File: src/hdl/lacd_pkg.sv
// Shared types, sizes and helpers of the LRU cache directory.
// Used by the RAM-based top level and by its port checker.
package lacd_pkg;

  // number of directory lines
  localparam int LINES = 16;

  // line index and scan counter widths
  localparam int IDX_W = (LINES > 1) ? $clog2(LINES) : 1;
  localparam int CNT_W = $clog2(LINES + 1);

  // field widths
  localparam int KEY_W   = 64;
  localparam int LEN_W   = 20;
  localparam int AGE_W   = 32;
  localparam int LINE_W  = 8;
  localparam int STAT_W  = 2;
  localparam int DATA_W  = 32;
  localparam int ADDR_W  = 3;
  localparam int S_TDATA_W = ((KEY_W + LEN_W + 7) / 8) * 8;

  // config register
  localparam logic [LEN_W-1:0] MAX_OBJ_RESET = LEN_W'(102400);
  localparam logic REG_MAX_OBJ = 1'b0;

  // operation codes
  localparam logic OP_LOOKUP = 1'b0;
  localparam logic OP_INSERT = 1'b1;

  // result status codes
  typedef enum logic [STAT_W-1:0] {
    ST_OK     = 2'd0,
    ST_MISS   = 2'd1,
    ST_REJECT = 2'd2
  } status_e;

  typedef logic signed [AGE_W-1:0] age_t;

  // ages written after the common decrement
  localparam age_t AGE_MIN  = {1'b1, {(AGE_W-1){1'b0}}};
  localparam age_t AGE_HIT  = AGE_W'(LINES - 1);
  localparam age_t AGE_FILL = AGE_W'(LINES);

  // saturating decrement
  function automatic age_t age_dec(input age_t a);
    age_t r;
    if (a == AGE_MIN) begin
      r = a;
    end else begin
      r = a - age_t'(1);
    end
    return r;
  endfunction

endpackage

File: src/hdl/lru_assoc_cache_directory.sv
// Directory of a fully associative cache with counter-based LRU replacement.
// Depends on lacd_pkg and on lacd_ram for the key and age stores.
//
// Requests arrive on the s_axis channel (tuser = operation, tdata = key and
// object length); one result per request leaves on m_axis (tuser = status,
// tdata = line index). One request is in work at a time; s_axis_tready is
// high while the directory waits for the next request.
// Every request but a rejected insert walks the key and age RAMs one line
// per cycle through their single read port. A lookup hit needs a second
// pass for the common age decrement once the hit is known.
// Inserts decrement ages during the scan itself and write the chosen line
// afterwards. The result sits in an output register; a new request is taken
// while it waits, and the next result waits until m_axis_tready drains it.
// Reset clears all valid bits, the output and max_object_bytes (to 102400);
// key and age RAMs need no clearing since only the contents of valid lines are used.
// max_object_bytes is written over APB at address 0, read back likewise.
module lru_assoc_cache_directory
  import lacd_pkg::*;
(
  input  logic                  clk_i,
  input  logic                  rst_ni,
  // request channel
  input  logic                  s_axis_tvalid,
  output logic                  s_axis_tready,
  input  logic [S_TDATA_W-1:0]  s_axis_tdata,   // key [63:0], object_length [83:64], zero pad
  input  logic                  s_axis_tuser,   // operation [0]
  // result channel
  output logic                  m_axis_tvalid,
  input  logic                  m_axis_tready,
  output logic [LINE_W-1:0]     m_axis_tdata,   // line_index [7:0]
  output logic [STAT_W-1:0]     m_axis_tuser,   // status [1:0]
  // config port
  input  logic                  psel,
  input  logic                  penable,
  input  logic                  pwrite,
  input  logic [ADDR_W-1:0]     paddr,
  input  logic [DATA_W-1:0]     pwdata,
  output logic [DATA_W-1:0]     prdata,
  output logic                  pready
);

  typedef enum logic [2:0] {
    S_IDLE,
    S_SCAN,
    S_DECIDE,
    S_AGE,
    S_RESP
  } state_e;

  state_e             state_q;
  logic [LINES-1:0]   valid_q;
  logic [LEN_W-1:0]   max_len_q;
  logic [CNT_W-1:0]   rd_cnt_q;
  logic               chk_vld_q;
  logic [IDX_W-1:0]   chk_idx_q;
  logic               found_q;
  logic               free_q;
  logic               m_valid_q;

  logic               op_q;
  logic [KEY_W-1:0]   key_q;
  logic [IDX_W-1:0]   match_idx_q;
  logic [IDX_W-1:0]   free_idx_q;
  logic [IDX_W-1:0]   min_idx_q;
  age_t               min_age_q;
  status_e            res_status_q;
  logic [IDX_W-1:0]   res_idx_q;
  status_e            m_status_q;
  logic [LINE_W-1:0]  m_index_q;

  logic               s_accept;
  logic               cfg_write;
  logic [LEN_W-1:0]   req_len;
  logic               req_op;
  logic               rd_en;
  logic [IDX_W-1:0]   rd_addr;
  logic               scan_last;
  logic               key_hit;
  logic               is_free;
  logic               min_take;
  logic [IDX_W-1:0]   ins_idx;
  logic               out_load;

  logic [KEY_W-1:0]   key_rdata;
  logic [AGE_W-1:0]   age_rdata;
  age_t               age_rd;
  logic               key_we;
  logic               age_we;
  logic [IDX_W-1:0]   age_waddr;
  age_t               age_wdata;

  // handshakes and request fields
  assign s_axis_tready = (state_q == S_IDLE);
  assign s_accept      = s_axis_tvalid && s_axis_tready;
  assign req_op        = s_axis_tuser;
  assign req_len       = s_axis_tdata[KEY_W +: LEN_W];
  assign cfg_write     = psel && penable && pwrite && pready;
  assign pready        = 1'b1;
  assign prdata        = (paddr[2] == REG_MAX_OBJ) ? DATA_W'(max_len_q) : '0;

  // line walk: read issue and compare stage
  assign rd_en     = ((state_q == S_SCAN) || (state_q == S_AGE)) &&
                     (rd_cnt_q < CNT_W'(LINES));
  assign rd_addr   = rd_cnt_q[IDX_W-1:0];
  assign scan_last = chk_vld_q && (chk_idx_q == IDX_W'(LINES - 1));
  assign age_rd    = $signed(age_rdata);
  assign key_hit   = valid_q[chk_idx_q] && (key_rdata == key_q);
  assign is_free   = !valid_q[chk_idx_q];
  assign min_take  = (chk_idx_q == '0) || (age_rd < min_age_q);
  assign ins_idx   = free_q ? free_idx_q : min_idx_q;
  assign out_load  = (state_q == S_RESP) && (!m_valid_q || m_axis_tready);

  // write port selection of the key and age stores
  always_comb begin
    key_we    = (state_q == S_DECIDE) && (op_q == OP_INSERT);
    age_we    = 1'b0;
    age_waddr = chk_idx_q;
    age_wdata = age_dec(age_rd);
    unique case (state_q)
      S_SCAN: begin
        age_we = chk_vld_q && (op_q == OP_INSERT);
      end
      S_AGE: begin
        age_we = chk_vld_q;
        if (chk_idx_q == match_idx_q) begin
          age_wdata = AGE_HIT;
        end
      end
      S_DECIDE: begin
        if (op_q == OP_INSERT) begin
          age_we    = 1'b1;
          age_waddr = ins_idx;
          age_wdata = AGE_FILL;
        end
      end
      default: begin
      end
    endcase
  end

  lacd_ram #(
    .Width (KEY_W),
    .Depth (LINES)
  ) u_key_ram (
    .clk_i   (clk_i),
    .we_i    (key_we),
    .waddr_i (ins_idx),
    .wdata_i (key_q),
    .raddr_i (rd_addr),
    .rdata_o (key_rdata)
  );

  lacd_ram #(
    .Width (AGE_W),
    .Depth (LINES)
  ) u_age_ram (
    .clk_i   (clk_i),
    .we_i    (age_we),
    .waddr_i (age_waddr),
    .wdata_i (age_wdata),
    .raddr_i (rd_addr),
    .rdata_o (age_rdata)
  );

  // control state machine and registered outputs
  always_ff @(posedge clk_i or negedge rst_ni) begin
    if (!rst_ni) begin
      state_q   <= S_IDLE;
      valid_q   <= '0;
      max_len_q <= MAX_OBJ_RESET;
      rd_cnt_q  <= '0;
      chk_vld_q <= 1'b0;
      found_q   <= 1'b0;
      free_q    <= 1'b0;
      m_valid_q <= 1'b0;
    end else begin
      chk_vld_q <= rd_en;
      // walk counter restarts for each scan and for the aging pass
      if (s_accept || (state_q == S_DECIDE)) begin
        rd_cnt_q <= '0;
      end else begin
        rd_cnt_q <= rd_cnt_q + CNT_W'(rd_en);
      end
      if (cfg_write && (paddr[2] == REG_MAX_OBJ)) begin
        max_len_q <= pwdata[LEN_W-1:0];
      end
      // output register: load a new result or drain the old one
      if (out_load) begin
        m_valid_q <= 1'b1;
      end else if (m_axis_tready) begin
        m_valid_q <= 1'b0;
      end
      unique case (state_q)
        S_IDLE: begin
          if (s_accept) begin
            found_q  <= 1'b0;
            free_q   <= 1'b0;
            if ((req_op == OP_INSERT) && (req_len > max_len_q)) begin
              state_q <= S_RESP;
            end else begin
              state_q <= S_SCAN;
            end
          end
        end
        S_SCAN: begin
          if (chk_vld_q) begin
            if ((op_q == OP_LOOKUP) && key_hit) begin
              found_q <= 1'b1;
            end
            if ((op_q == OP_INSERT) && is_free) begin
              free_q <= 1'b1;
            end
          end
          if (scan_last) begin
            state_q <= S_DECIDE;
          end
        end
        S_DECIDE: begin
          if (op_q == OP_INSERT) begin
            valid_q[ins_idx] <= 1'b1;
            state_q          <= S_RESP;
          end else if (found_q) begin
            state_q  <= S_AGE;
          end else begin
            state_q <= S_RESP;
          end
        end
        S_AGE: begin
          if (scan_last) begin
            state_q <= S_RESP;
          end
        end
        S_RESP: begin
          if (out_load) begin
            state_q   <= S_IDLE;
          end
        end
        default: begin
          state_q <= S_IDLE;
        end
      endcase
    end
  end

  // request, search and result payload
  always_ff @(posedge clk_i) begin
    chk_idx_q <= rd_addr;
    if (s_accept) begin
      op_q         <= req_op;
      key_q        <= s_axis_tdata[KEY_W-1:0];
      res_status_q <= ST_REJECT;
      res_idx_q    <= '0;
    end
    if ((state_q == S_SCAN) && chk_vld_q) begin
      if (!found_q && key_hit) begin
        match_idx_q <= chk_idx_q;
      end
      if (!free_q && is_free) begin
        free_idx_q <= chk_idx_q;
      end
      if (min_take) begin
        min_age_q <= age_rd;
        min_idx_q <= chk_idx_q;
      end
    end
    if (state_q == S_DECIDE) begin
      if (op_q == OP_INSERT) begin
        res_status_q <= ST_OK;
        res_idx_q    <= ins_idx;
      end else if (found_q) begin
        res_status_q <= ST_OK;
        res_idx_q    <= match_idx_q;
      end else begin
        res_status_q <= ST_MISS;
        res_idx_q    <= '0;
      end
    end
    if (out_load) begin
      m_status_q <= res_status_q;
      m_index_q  <= LINE_W'(res_idx_q);
    end
  end

  assign m_axis_tvalid = m_valid_q;
  assign m_axis_tuser  = m_status_q;
  assign m_axis_tdata  = m_index_q;

endmodule

File: src/hdl/lacd_ram.sv
// Generic simple dual-port RAM: one write port, one read port, registered read.
// Stand-alone, no package dependency.
module lacd_ram #(
  parameter int Width = 64,
  parameter int Depth = 16,
  localparam int AddrW = (Depth > 1) ? $clog2(Depth) : 1
) (
  input  logic                         clk_i,
  input  logic                         we_i,
  input  logic [AddrW-1:0]             waddr_i,
  input  logic [Width-1:0]             wdata_i,
  input  logic [AddrW-1:0]             raddr_i,
  output logic [Width-1:0]             rdata_o
);

  logic [Width-1:0] mem [Depth];

  // write port
  always_ff @(posedge clk_i) begin
    if (we_i) begin
      mem[waddr_i] <= wdata_i;
    end
  end

  // registered read port
  always_ff @(posedge clk_i) begin
    rdata_o <= mem[raddr_i];
  end

endmodule

File: config.mk
export PLATFORM = sky130hd
export DESIGN_NAME = lru_assoc_cache_directory
export DESIGN_NICKNAME = d
export VERILOG_FILES = /design/src/hdl/lacd_pkg.sv /design/src/hdl/lru_assoc_cache_directory.sv /design/src/hdl/lacd_ram.sv
export SDC_FILE = /design/constraint.sdc
export NUM_CORES = 1
export LEC_CHECK = 0
export BUFFER_PORTS_ARGS = -buffer_cell sky130_fd_sc_hd__buf_2
export CORE_MARGIN = 2
export CORE_UTILIZATION = 40
export CTS_BUF_LIST = sky130_fd_sc_hd__clkbuf_16
export DETAILED_ROUTE_END_ITERATION = 8
export GPL_ROUTABILITY_DRIVEN = 1
export GPL_TIMING_DRIVEN = 1
export SETUP_SLACK_MARGIN = 0.4
export SYNTH_ARGS = -nofsm -noshare
export SYNTH_HDL_FRONTEND = slang
export SYNTH_SLANG_ARGS = --single-unit
File: constraint.sdc
create_clock -name clk_i -period 6.4 [get_ports clk_i]
set_clock_uncertainty 0.15 [all_clocks]
set_input_delay 0.32 -clock clk_i [delete_from_list [all_inputs] [get_ports clk_i]]
set_output_delay 0.32 -clock clk_i [all_outputs]
set_load 0.005 [all_outputs]
==> results.md, run 1 <==
Setup path:
- The launch point of the worst path is key_q[55].
- In this design, the stage delay of the slowest critical-path cell is 0.93 ns.
- The launch instance of the worst register-to-register path is key_q[55].
- The signal arrival time at the worst endpoint is 4.36 ns.
- The signal on the critical path passes through xor2_1, nor4_1, nand4_1, nor3_1, nand3_1, nor2_1.
- Data on the critical path is required at its endpoint by 6.73 ns.
- For the worst flop-to-flop path, the logic depth is 6.
- Of all nets on the critical path, the largest fanout is 17.
- The path type of the worst setup path is reg -> reg.
- The top cell family by delay on the critical path is simple AND/OR/NAND/NOR gates.
- The endpoint of the most critical setup path is match_idx_q[3].
- The worst setup path is captured at a flop.
- The buffer and inverter count on the worst path is 0.
- The logic depth of the worst path, buffers included is 6.
- In this run the critical register-to-register path is captured at match_idx_q[3].
- The worst-path cell with the longest stage delay is sky130_fd_sc_hd__nor3_1.
- The minimum setup slack among reg-to-reg paths is 2.37 ns.
- The startpoint kind of the worst setup timing path is a flop.

Final layout:
- The final standard cell count with taps included and fillers excluded is 5,743.
- The total area of multi-input combinational cells is 15,000 um^2.
- The final-layout fill cell count is 13.9k.
- The total number of nets in the final design is 3,565.
- The growth of design area from synthesis to finish is 15.0%.
- Across the whole layout, storage elements account for 53,000 um^2.
- The finished cells cover 78,800 um^2.
- The diode insertion count for antenna repair is 0.
- Leaving out fill and tap cells, the most frequent cell in the layout is sky130_fd_sc_hd__edfxtp_1.
- In the final layout, the share of cells above drive strength 1 is 28.3%.
- In the layout the commonest cells are 1,657 x sky130_fd_sc_hd__edfxtp_1, 485 x sky130_fd_sc_hd__mux4_2, 182 x sky130_fd_sc_hd__clkbuf_16.

Route:
- In the final routing, the length of wire on met1 measures 66,500 um.
- After detailed routing, no signal wire sits above met5.
- The DRC violation count after routing is 0.
- The total met3 wirelength after detailed routing is 8030 um.
- The number of antenna-violating nets in the routed design is 0.
- The aggregate routed wire length is 151,000 um.
- The mean number of vias per cell is 5.45.
- The routed wire length on met2 is 73,600 um.
- The total via count after detailed routing is 31.3k.
- The first TritonRoute pass finished after 5 iterations.
- In the final routed layout, each cell accounts on average for 26.3 um.
- The count of routing violations after the opening detailed-route iteration is 3,043.

Logic synthesis:
- Of all flip-flops after synthesis, the portion carrying an async set or reset was 2.66%.
- The synthesized design contains 1,657 enable-type register cells.
- The main flop type after synthesis is sky130_fd_sc_hd__edfxtp_1.
- Counting flops and latches in the post-synthesis netlist gives 1,805.
- Yosys mapped the design onto 66 distinct sky130hd cell types.
- The synthesized area divided by synthesized cell count is 22.6 um^2.
- The post-synthesis cell count is 3,037.
- The number of warning messages in the yosys log is 0.
- After synthesis the cells add up to 68,500 um^2.
- Of the synthesized area, sequential elements account for 77.3%.

Place:
- The half-perimeter wire length after placement is 77,900 um.
- After detailed placement, the total cell area comes to 72,400 um^2.
- Port buffering added 140 buffers.
- Before CTS, the worst setup slack after placement is 2.33 ns.
- The number of cells in the design after placement is 5,323.
- The final estimated routing congestion in global placement is 0.750.

Global route:
- The first global-routing pass estimated 222,000 um of wire.
- The pin count of the biggest net entering global routing is 138.
- The number of antenna violations at the first check in global routing is 8.
- The total overflow left after global routing is 0.
- The number of global-route vias before repair is 32.2k.
- The global router's overall resource usage is 17.4%.

Clocking:
- The number of clock buffers added by TritonCTS is 180.
- The number of H-tree levels is 4.
- The clock tree root buffer cell is sky130_fd_sc_hd__clkbuf_16.
- The total clock sinks is 1,805.
- In this run the deepest clock path goes through 3 buffers.
- The later-pin clock latency in the skew report is 0.83 ns.
- The count of cells resized by post-cts repair is 0.
- The clock tree from TritonCTS is done.
- Clock-pin slew was measured on the worst setup and hold paths at 0.06 ns.

Timing:
- The aggregate negative setup slack is 0 ns.
- The number of setup violations in the final report is 0.
- The final critical delay including setup and external delays is 4.03 ns.
- Based on the critical path, the design can be clocked at up to 248 MHz.
- The slack of the critical path is 2.37 ns.
- The number of pins with negative max-slew slack in the final report was 0.
- The worst slew margin relative to its limit is 19.9%.
- The number of hold-slack violations in the final timing report is 0.
- Setup repair after global routing left no endpoint under its margin.
- At the pin with the least slew margin, the transition time is 1.20 ns.
- The final worst-path cycle share is 63.0%.

Run status:
- The flow ran to the end, and the final reports show no timing, DRC or antenna violations.

Floorplan:
- The number of rows in the core area is 151.
- The die covers 175,000 um^2.
- The width of the die is 418 um.
- The core area is 170,000 um^2.
- In this run the vertical extent of the chip is 418 um.
- The total I/O pin count is 176.
- Once the floorplan was initialized, standard cells occupied 40.4% of the core.

Power:
- Power spread over the standard cell area amounts to 404 nW/um^2.
- In this run the static leakage power is 25.3 nW.
- Registers are responsible for 49.5% of the overall power.
- The maximum ir drop on the vdd rail is 0.305 mV.
- For this design the total switching power over the nets is 8.70 mW.
- Combinational logic burns 19.6% of the power.
- The cell internal power dissipation is 23.1 mW.
- Net switching is 27.3% of the power.
- The part of the total power dissipated in the clock network is 30.9%.

Job:
- The tool flagged a number of max-cap violations equal to 0.

Worst hold path:
- The class of the tightest hold or removal check is in -> reg.
[cells in the mapped netlist (all sizes together), types with 17 or more instances]
| master | number | share of area [%] |
|---|---|---|
| dfrtp | 45 | 1.6 |
| xor2 | 81 | 1.0 |
| inv | 58 | 0.32 |
| ha | 55 | 1.0 |
| or2 | 19 | 0.17 |
| nor4 | 27 | 0.25 |
| edfxtp | 1657 | 73 |
| nand4 | 21 | 0.20 |
| nor2 | 100 | 0.55 |
| nand3 | 17 | 0.13 |
| a21oi | 29 | 0.21 |
| mux4 | 485 | 16 |
| mux2 | 20 | 0.33 |
| dfxtp | 100 | 2.9 |
| nor3 | 22 | 0.17 |
| buf | 55 | 0.42 |
| clkbuf | 89 | 0.49 |
| nand2 | 31 | 0.17 |
[metrics by stage]
step | util (%) | hold WS (ns) | total power [mW]
4_1_cts | 46.4 | 0.00155 | 32.2
2_1_floorplan | - | -0.126 | 20.2
6_report | 46.4 | 0.0628 | 31.8
3_5_place_dp | 42.6 | 0.256 | 22.3
5_1_grt | 46.4 | 0.0427 | 33.2
3_3_place_gp | 42.6 | 0.257 | 22.2
[kinds of logic after synthesis]
kind of cell / Yosys count / synth area share [%]
muxes: 509 / 16.3
and+or+nand+nor: 285 / 2.16
DFF: 1805 / 77.3
xor gates and xnor gates: 97 / 1.24
other: 2 / 0.0110
adders and majority gates: 55 / 1.00
buffers and inverters: 202 / 1.22
AOI/OAI and AO/OA: 82 / 0.763
[flip-flops by register name, indices dropped and copies added, names as in the netlist, 2 cells and up]
name	count
valid_q	16
u_age_ram.rdata_o	32
u_age_ram.mem	512
min_idx_q	4
m_axis_tuser	2
max_len_q	20
key_q	64
match_idx_q	4
u_key_ram.mem	1024
free_idx_q	4
chk_idx_q	4
u_key_ram.rdata_o	64
res_status_q	2
m_axis_tdata	4
min_age_q	32
state_q	3
res_idx_q	4
rd_cnt_q	5
[worst min path at each step]
stage	slack (ns)	endpoint	depth (start not counted)	startpoint
after detailed placement	0.26	m_axis_tuser[1]	0	res_status_q[1]
after CTS	0.002	key_q[23]	2	s_axis_tdata[23]
final	0.06	key_q[13]	2	s_axis_tdata[13]
after global routing	0.04	key_q[34]	2	s_axis_tdata[34]
after global placement	0.26	m_axis_tuser[0]	0	res_status_q[0]
after floorplan	-0.13	chk_vld_q	0	rst_ni
[worst reg2reg max path, cell delays in order (launching register included)]
cell and delay (ns):
sky130_fd_sc_hd__edfxtp_1 0.66, sky130_fd_sc_hd__xor2_1 0.40, sky130_fd_sc_hd__nor4_1 0.73, sky130_fd_sc_hd__nand4_1 0.34
sky130_fd_sc_hd__nor3_1 0.93, sky130_fd_sc_hd__nand3_1 0.16, sky130_fd_sc_hd__nor2_1 0.32
[layout make-up]
class / count / area share, %
clock buffers: 182 / 5.78
clock inverters: 146 / 1.23
inverters: 58 / 0.279
multi-input cells: 1045 / 19.1
flip-flops and latches: 1805 / 67.2
well taps: 2218 / 3.52
repair buffers: 289 / 2.87
[layer usage]
| metal | global-route usage (%) | up-vias |
|---|---|---|
| li1 | - | 13300 |
| met1 | 24.7 | 16900 |
| met2 | 28.2 | 906 |
| met3 | 3.05 | 198 |
| met4 | 4.20 | 2 |
| met5 | 0 | - |
[what timing repair did]
item | 4_1_cts | 5_1_grt
hold buffers | 92 | 0
endpoints found under the hold margin | 141 | 0
setup buffers | 0 | 0
[power groups by stage]
stage          logic [mW]  clock network, mW  registers (mW)
2_1_floorplan        4.67                  0            15.5
3_3_place_gp         6.24                  0            16.0
4_1_cts              6.38               10.0            15.8
6_report             6.23               9.82            15.8
5_1_grt              6.80               10.5            15.9
3_5_place_dp         6.31                  0            16.0
Power figures use the tool's default switching activity.
==> run 2, diff against run 1 <==
Clock period 6.4 ns to 4.1 ns, I/O delays scaled along.
==> results.md, run 2 (synthesis results as in run 1) <==
Run status:
- Result of the run: completed (unchanged).

Floorplan:
- The chip height came to 418 um (unchanged).
- The total I/O pin count is 176 (unchanged).
- The number of rows in the core area is 151 (unchanged).
- The core area is 170,000 um^2 (unchanged).
- The starting density of the core is 40.4% (unchanged).
- The die area was 175,000 um^2 (unchanged).
- The width of the die is 418 um (unchanged).

Final layout:
- Registers with the highest flip-flop counts: u_key_ram.mem x1024, u_age_ram.mem x512 (unchanged).
- The register with the most flip-flops is u_key_ram.mem (unchanged).
- The total number of nets in the final design came to 3,678 (was 3,565).
- The final standard cell count with taps included and fillers excluded was 5,863 (was 5,743).
- Most frequent cells in the layout: 1,657 x sky130_fd_sc_hd__edfxtp_1, 485 x sky130_fd_sc_hd__mux4_2, 181 x sky130_fd_sc_hd__clkbuf_16 (was 1,657 x sky130_fd_sc_hd__edfxtp_1, 485 x sky130_fd_sc_hd__mux4_2, 182 x sky130_fd_sc_hd__clkbuf_16).
- The flip-flop count of the largest register after layout was 1,024 (unchanged).
- The diode insertion count for antenna repair is 0 (unchanged).
- The post-route core utilization is 47.1% (was 46.4%).
- The commonest non-fill, non-tap cell in the layout is sky130_fd_sc_hd__edfxtp_1 (unchanged).
- The growth of design area from synthesis to finish is 16.8% (was 15.0%).
- The share of final-layout standard cells stronger than drive strength 1 is 29.2% (was 28.3%).

Setup path:
- The maximum fanout along the worst path is 16 (was 17).
- The endpoint of the most critical setup path is u_age_ram.mem[2][1] (was match_idx_q[3]).
- The worst reg-to-reg path cell count is 6 (unchanged).
- The endpoint required time on the critical path is 4.39 ns (was 6.73 ns).
- The signal arrival time at the worst endpoint came to 3.81 ns (was 4.36 ns).
- The launch point of the worst path is u_age_ram.rdata_o[27] (was key_q[55]).
- The startpoint kind of the worst setup timing path is a flop (unchanged).
- The minimum setup slack among reg-to-reg paths is 0.58 ns (was 2.37 ns).
- The launch instance of the worst register-to-register path is u_age_ram.rdata_o[27] (was key_q[55]).
- The kind of end point of the critical path is a flop (unchanged).
- The path type of the worst setup path is reg -> reg (unchanged).
- The endpoint of the worst register-to-register path is u_age_ram.mem[2][1] (was match_idx_q[3]).

Global route:
- The number of antenna violations at the first check in global routing is 2 (was 8).
- The global router's overall resource usage is 17.6% (was 17.4%).
- The pin count of the biggest net entering global routing is 63 (was 138).
- The wire length of the first global-routing pass is 224,000 um (was 222,000 um).
- The number of global-route vias before repair came to 32.7k (was 32.2k).
- The total grt overflow came to 0 (unchanged).

Power:
- The power density over the cells is 625 nW/um^2 (was 404 nW/um^2).
- The total power is 50.1 mW (was 31.8 mW).
- The reported leakage power is 25.9 nW (was 25.3 nW).
- The maximum ir drop on the vdd rail was 0.501 mV (was 0.305 mV).

Place:
- The half-perimeter wire length after placement is 82,200 um (was 77,900 um).
- The number of cells in the design after placement is 5,388 (was 5,323).
- The number of I/O port buffers is 140 (unchanged).
- The final estimated routing congestion in global placement is 0.791 (was 0.750).

Clocking:
- The clock-pin slew reported for the worst setup and hold paths after clock tree synthesis is 0.06 ns (about the same).
- The clock tree root buffer cell was sky130_fd_sc_hd__clkbuf_16 (unchanged).
- The buffer depth of the longest clock path is 3 (unchanged).
- The later-pin clock latency in the skew report is 0.80 ns (was 0.83 ns).
- The total CTS buffers came to 179 (was 180).
- The total clock sinks is 1,805 (unchanged).
- The number of H-tree levels is 4 (unchanged).
- The clock tree from TritonCTS was done (unchanged).

Route:
- The DRC violation count after routing is 0 (unchanged).
- The mean number of vias per cell is 5.41 (was 5.45).
- The count of routing violations after the opening detailed-route iteration is 2,554 (was 3,043).
- The total via count after detailed routing was 31.7k (was 31.3k).
- The aggregate routed wire length is 153,000 um (was 151,000 um).
- The number of antenna-violating nets in the routed design is 0 (unchanged).
- The detail-routed net length per standard cell is 26.0 um (was 26.3 um).
- The detailed-router iteration count before antenna repair was 5 (unchanged).

Timing:
- The number of setup violations in the final report came to 0 (unchanged).
- The number of pins with negative max-slew slack in the final report is 0 (unchanged).
- The final worst-path cycle share is 85.8% (was 63.0%).
- The slew of the pin with the lowest slew margin came to 1.22 ns (was 1.20 ns).
- The final critical delay including setup and external delays is 3.52 ns (was 4.03 ns).
- The highest clock frequency the design can meet is 284 MHz (was 248 MHz).
- Setup repair after global routing missed its margin: no (unchanged).
- The worst slew margin relative to its limit is 19.0% (was 19.9%).
- The number of hold-slack violations in the final timing report is 0 (unchanged).

Job:
- The max-cap violation count came to 0 (unchanged).

Worst hold path:
- The class of the tightest hold or removal check is in -> reg (unchanged).
## run 2: timing repair
item | in CTS | in global routing
hold buffers | 141 | 0
gates resized for setup | 0 | 1
buffers inserted | 0 | 0
endpoints found under the hold margin | 159 | 0
setup endpoints to repair | 0 | 16
## run 2: area by class of cell
class                   instances  area [um^2]
repair buffers                403         3550
fillers                     13900        89800
flip-flops and latches       1805        53000
clock buffers                 181         4530
multi-input cells            1045        15100
well taps                    2218         2780
inverters                      58          220
clock inverters               153          951
## run 2: worst min-delay path by stage
stage          cells past startpoint       endpoint        startpoint  slack (ns)
5_1_grt                            2      key_q[63]  s_axis_tdata[63]       0.008
4_1_cts                            3  max_len_q[15]        pwdata[15]       0.002
3_3_place_gp                       1   max_len_q[5]            rst_ni        0.07
6_report                           2      key_q[63]  s_axis_tdata[63]        0.04
2_1_floorplan                      0      chk_vld_q            rst_ni       -0.24
3_5_place_dp                       1   max_len_q[2]            rst_ni        0.08
## run 2: report_power, final
group,internal (mW),total (mW),switching (mW)
Sequential,23.1,24.5,1.42
Combinational,4.90,10.3,5.38
Clock,8.51,15.3,6.79
Total,36.5,50.1,13.6
## run 2: critical path, cell delays in order (launching register included)
cell and delay, ns:
sky130_fd_sc_hd__dfxtp_1 0.37, sky130_fd_sc_hd__or4_4 0.56, sky130_fd_sc_hd__or4_4 0.60, sky130_fd_sc_hd__or3_4 0.48
sky130_fd_sc_hd__nand2_1 0.09, sky130_fd_sc_hd__o21ai_1 0.07, sky130_fd_sc_hd__a21oi_1 0.82
## run 2: metal layers
metal	GRT usage (%)	wire length, um
met3	2.96	7410
met5	0	12
met2	29.4	76800
met1	24.2	65800
met4	4.06	2630
## run 2: per-stage QoR
stage               area [um^2]  setup TNS [ns]  worst slack, ns  hold WS, ns
CTS                       80100               0            0.572      0.00244
finish                    80100               0            0.583       0.0368
detailed placement        73200               0            0.627       0.0758
global route              80100               0            0.408      0.00829
floorplan                 68600         -223.43           -0.510       -0.241
global placement          73200               0            0.683       0.0716
==> run 3, diff against run 2 <==
Settings changed: BUFFER_PORTS_ARGS -buffer_cell sky130_fd_sc_hd__buf_2 to default, DONT_BUFFER_PORTS from default to 1.
==> results.md, run 3 (synthesis results as in run 1) <==
Run status:
- Result of the run: completed (unchanged).

Route:
- The count of routing violations after the opening detailed-route iteration came to 2,737 (was 2,554).
- The mean number of vias per cell was 5.45 (was 5.41).
- The detailed-router iteration count before antenna repair is 5 (unchanged).
- The detail-routed net length per standard cell is 26.2 um (was 26.0 um).
- The aggregate routed wire length is 151,000 um (was 153,000 um).
- The number of antenna-violating nets in the routed design is 0 (unchanged).
- The DRC violation count after routing is 0 (unchanged).
- The total via count after detailed routing is 31.4k (was 31.7k).

Clocking:
- The total clock sinks was 1,805 (unchanged).
- The clock tree root buffer cell is sky130_fd_sc_hd__clkbuf_16 (unchanged).
- The clock-pin slew reported for the worst setup and hold paths after clock tree synthesis was 0.06 ns (about the same).
- The buffer depth of the longest clock path is 3 (unchanged).
- The total CTS buffers is 180 (was 179).
- The later-pin clock latency in the skew report is 0.80 ns (about the same).
- The setup fix buffers added after clock tree synthesis is 0 (unchanged).
- The clock tree from TritonCTS is done (unchanged).
- The number of H-tree levels was 4 (unchanged).

Floorplan:
- The core area came to 170,000 um^2 (unchanged).
- The number of rows in the core area was 151 (unchanged).
- The starting density of the core came to 40.4% (unchanged).
- The width of the die was 418 um (unchanged).
- The chip height is 418 um (unchanged).
- The die area is 175,000 um^2 (unchanged).
- The total I/O pin count is 176 (unchanged).

Worst hold path:
- The number of cells traversed by the worst hold path is 1 (was 2).
- The class of the tightest hold or removal check is in -> reg (unchanged).

Place:
- The half-perimeter wire length after placement is 79,900 um (was 82,200 um).
- The number of cells in the design after placement is 5,243 (was 5,388).
- The number of I/O port buffers came to 0 (was 140).
- The final estimated routing congestion in global placement came to 0.783 (was 0.791).

Job:
- The max-cap violation count was 0 (unchanged).

Timing:
- The highest clock frequency the design can meet came to 299 MHz (was 284 MHz).
- The final worst-path cycle share is 81.5% (was 85.8%).
- The worst slew margin relative to its limit came to 28.7% (was 19.0%).
- Setup repair after global routing missed its margin: no (unchanged).
- The number of hold-slack violations in the final timing report is 0 (unchanged).
- The worst hold-check slack is 0.0556 ns (was 0.0368 ns).
- The number of pins with negative max-slew slack in the final report is 0 (unchanged).
- The slew of the pin with the lowest slew margin is 1.06 ns (was 1.22 ns).
- The final critical delay including setup and external delays was 3.34 ns (was 3.52 ns).
- The number of setup violations in the final report was 0 (unchanged).

Setup path:
- The endpoint required time on the critical path is 4.41 ns (was 4.39 ns).
- The signal arrival time at the worst endpoint is 3.65 ns (was 3.81 ns).
- The maximum fanout along the worst path came to 16 (unchanged).
- The startpoint kind of the worst setup timing path was a flop (unchanged).
- Ordered cell list for the critical path: or4_4, or4_4, nand2b_1, nand4_1, xor2_1, nor2_1 (was or4_4, or4_4, or3_4, nand2_1, o21ai_1, a21oi_1).
- The endpoint of the worst register-to-register path was u_age_ram.mem[5][22] (was u_age_ram.mem[2][1]).
- The launch instance of the worst register-to-register path is u_age_ram.rdata_o[26] (was u_age_ram.rdata_o[27]).
- The kind of end point of the critical path is a flop (unchanged).
- The peak per-stage delay on the critical path is 0.74 ns (was 0.82 ns).
- The minimum setup slack among reg-to-reg paths is 0.76 ns (was 0.58 ns).
- The endpoint of the most critical setup path is u_age_ram.mem[5][22] (was u_age_ram.mem[2][1]).
- The launch point of the worst path is u_age_ram.rdata_o[26] (was u_age_ram.rdata_o[27]).
- The worst-path cell with the longest stage delay is sky130_fd_sc_hd__nor2_1 (was sky130_fd_sc_hd__a21oi_1).
- The worst reg-to-reg path cell count was 6 (unchanged).
- The cell repeated most along the worst path is sky130_fd_sc_hd__or4_4 (unchanged).
- The path type of the worst setup path is reg -> reg (unchanged).

Global route:
- The layer with the highest usage was met2 (unchanged).
- The met2 track demand over resource in global routing was 28.5% (was 29.4%).
- The fraction of met3 tracks used by global routing came to 2.88% (was 2.96%).
- The global router's overall resource usage came to 17.4% (was 17.6%).
- The pin count of the biggest net entering global routing came to 66 (was 63).
- The total grt overflow came to 0 (unchanged).
- The number of global-route vias before repair is 32.2k (was 32.7k).
- The wire length of the first global-routing pass is 221,000 um (was 224,000 um).
- The met1 global-route usage is 24.5% (was 24.2%).
- The number of antenna violations at the first check in global routing is 2 (unchanged).

Final layout:
- Most frequent cells in the layout: 1,657 x sky130_fd_sc_hd__edfxtp_1, 485 x sky130_fd_sc_hd__mux4_2, 187 x sky130_fd_sc_hd__clkbuf_16 (was 1,657 x sky130_fd_sc_hd__edfxtp_1, 485 x sky130_fd_sc_hd__mux4_2, 181 x sky130_fd_sc_hd__clkbuf_16).
- The flip-flop count of the largest register after layout was 1,024 (unchanged).
- The final standard cell count with taps included and fillers excluded is 5,756 (was 5,863).
- The total number of nets in the final design is 3,569 (was 3,678).
- The register with the most flip-flops is u_key_ram.mem (unchanged).
- The post-route core utilization is 47.0% (was 47.1%).
- The growth of design area from synthesis to finish came to 16.5% (was 16.8%).
- The share of final-layout standard cells stronger than drive strength 1 is 26.3% (was 29.2%).
- Registers with the highest flip-flop counts: u_key_ram.mem x1024, u_age_ram.mem x512 (unchanged).
- The final-layout fill cell count is 13.8k (was 13.9k).
- The commonest non-fill, non-tap cell in the layout is sky130_fd_sc_hd__edfxtp_1 (unchanged).

Power:
- The part of the total power dissipated in the clock network is 31.0% (was 30.5%).
- The reported leakage power is 25.5 nW (was 25.9 nW).
- The maximum ir drop on the vdd rail is 0.514 mV (was 0.501 mV).
- The power density over the cells is 633 nW/um^2 (was 625 nW/um^2).
- The switching power total is 13.6 mW (about the same).
- The net switching share of the total power is 27.0% (was 27.1%).
- The sequential share of power came to 48.4% (was 48.9%).
- The cell internal power dissipation is 36.9 mW (was 36.5 mW).
- The share of power burned in combinational logic is 20.6% (was 20.5%).
-- run 3: changes by cell type in the layout (fill, tap and decap cells not counted), moves of 2 or more --
cell                            previous run  this run
sky130_fd_sc_hd__buf_2                   140         0
sky130_fd_sc_hd__dlygate4sd3_1           141       174
sky130_fd_sc_hd__inv_1                   124       109
sky130_fd_sc_hd__clkinv_1                 40        49
sky130_fd_sc_hd__clkbuf_16               181       187
sky130_fd_sc_hd__buf_12                   42        38
sky130_fd_sc_hd__clkinv_2                 24        27
sky130_fd_sc_hd__buf_16                    0         2
sky130_fd_sc_hd__bufinv_16                 8        10
-- run 3: worst min path at each step --
stage                   endpoint  slack, ns              from
floorplan              chk_vld_q      -0.24            rst_ni
global placement    max_len_q[1]      -0.24            rst_ni
detailed placement  max_len_q[1]      -0.24            rst_ni
CTS                   state_q[2]      0.003  s_axis_tdata[65]
global route           key_q[59]      0.002  s_axis_tdata[59]
finish                 key_q[59]       0.06  s_axis_tdata[59]
-- run 3: worst max-delay path, delay by kind of cell (launching register included) --
kind	cells	cell delay [ns]
xor gates and xnor gates	1	0.08
and+or+nand+nor	5	2.40
DFF	1	0.38
-- run 3: repair_timing --
action                                  in CTS  in global routing
resized for setup                            0                  1
hold buffers                               176                  0
hold endpoints to repair                   171                  0
endpoints found under the setup margin       0                 16
-- run 3: layer usage --
layer  share of wire [%]  vias up
li1                    -    13300
met1                  43    16900
met2                  49      909
met3                 5.4      174
met4                 1.8        0
met5                   0        -
-- run 3: through the flow --
stage	TNS, ns	total power, mW	worst slack, ns	instance area [um^2]
floorplan	-223.43	31.5	-0.510	68600
global placement	0	35.1	0.674	72400
detailed placement	0	35.3	0.523	72400
CTS	0	51.2	0.489	79800
global route	0	52.7	0.415	79800
finish	0	50.5	0.756	79800
-- run 3: cell type report --
type	instances	area [um^2]	share of cell area, %
Sequential cell	1805	53000	66.4
Multi-Input combinational cell	1045	15100	18.9
Clock buffer	187	4680	5.86
Timing Repair Buffer	293	3150	3.95
Tap cell	2218	2780	3.48
Clock inverter	149	963	1.21
Inverter	58	220	0.276
Antenna cell	1	2.50	0.00313
-- run 3: power by group through the flow --
stage          clock network, mW  logic (mW)  registers (mW)
6_report                    15.7        10.4            24.4
5_1_grt                     16.7        11.3            24.7
4_1_cts                     16.0        10.7            24.5
3_5_place_dp                   0        10.4            24.9
3_3_place_gp                   0        10.3            24.8
2_1_floorplan                  0        7.32            24.2
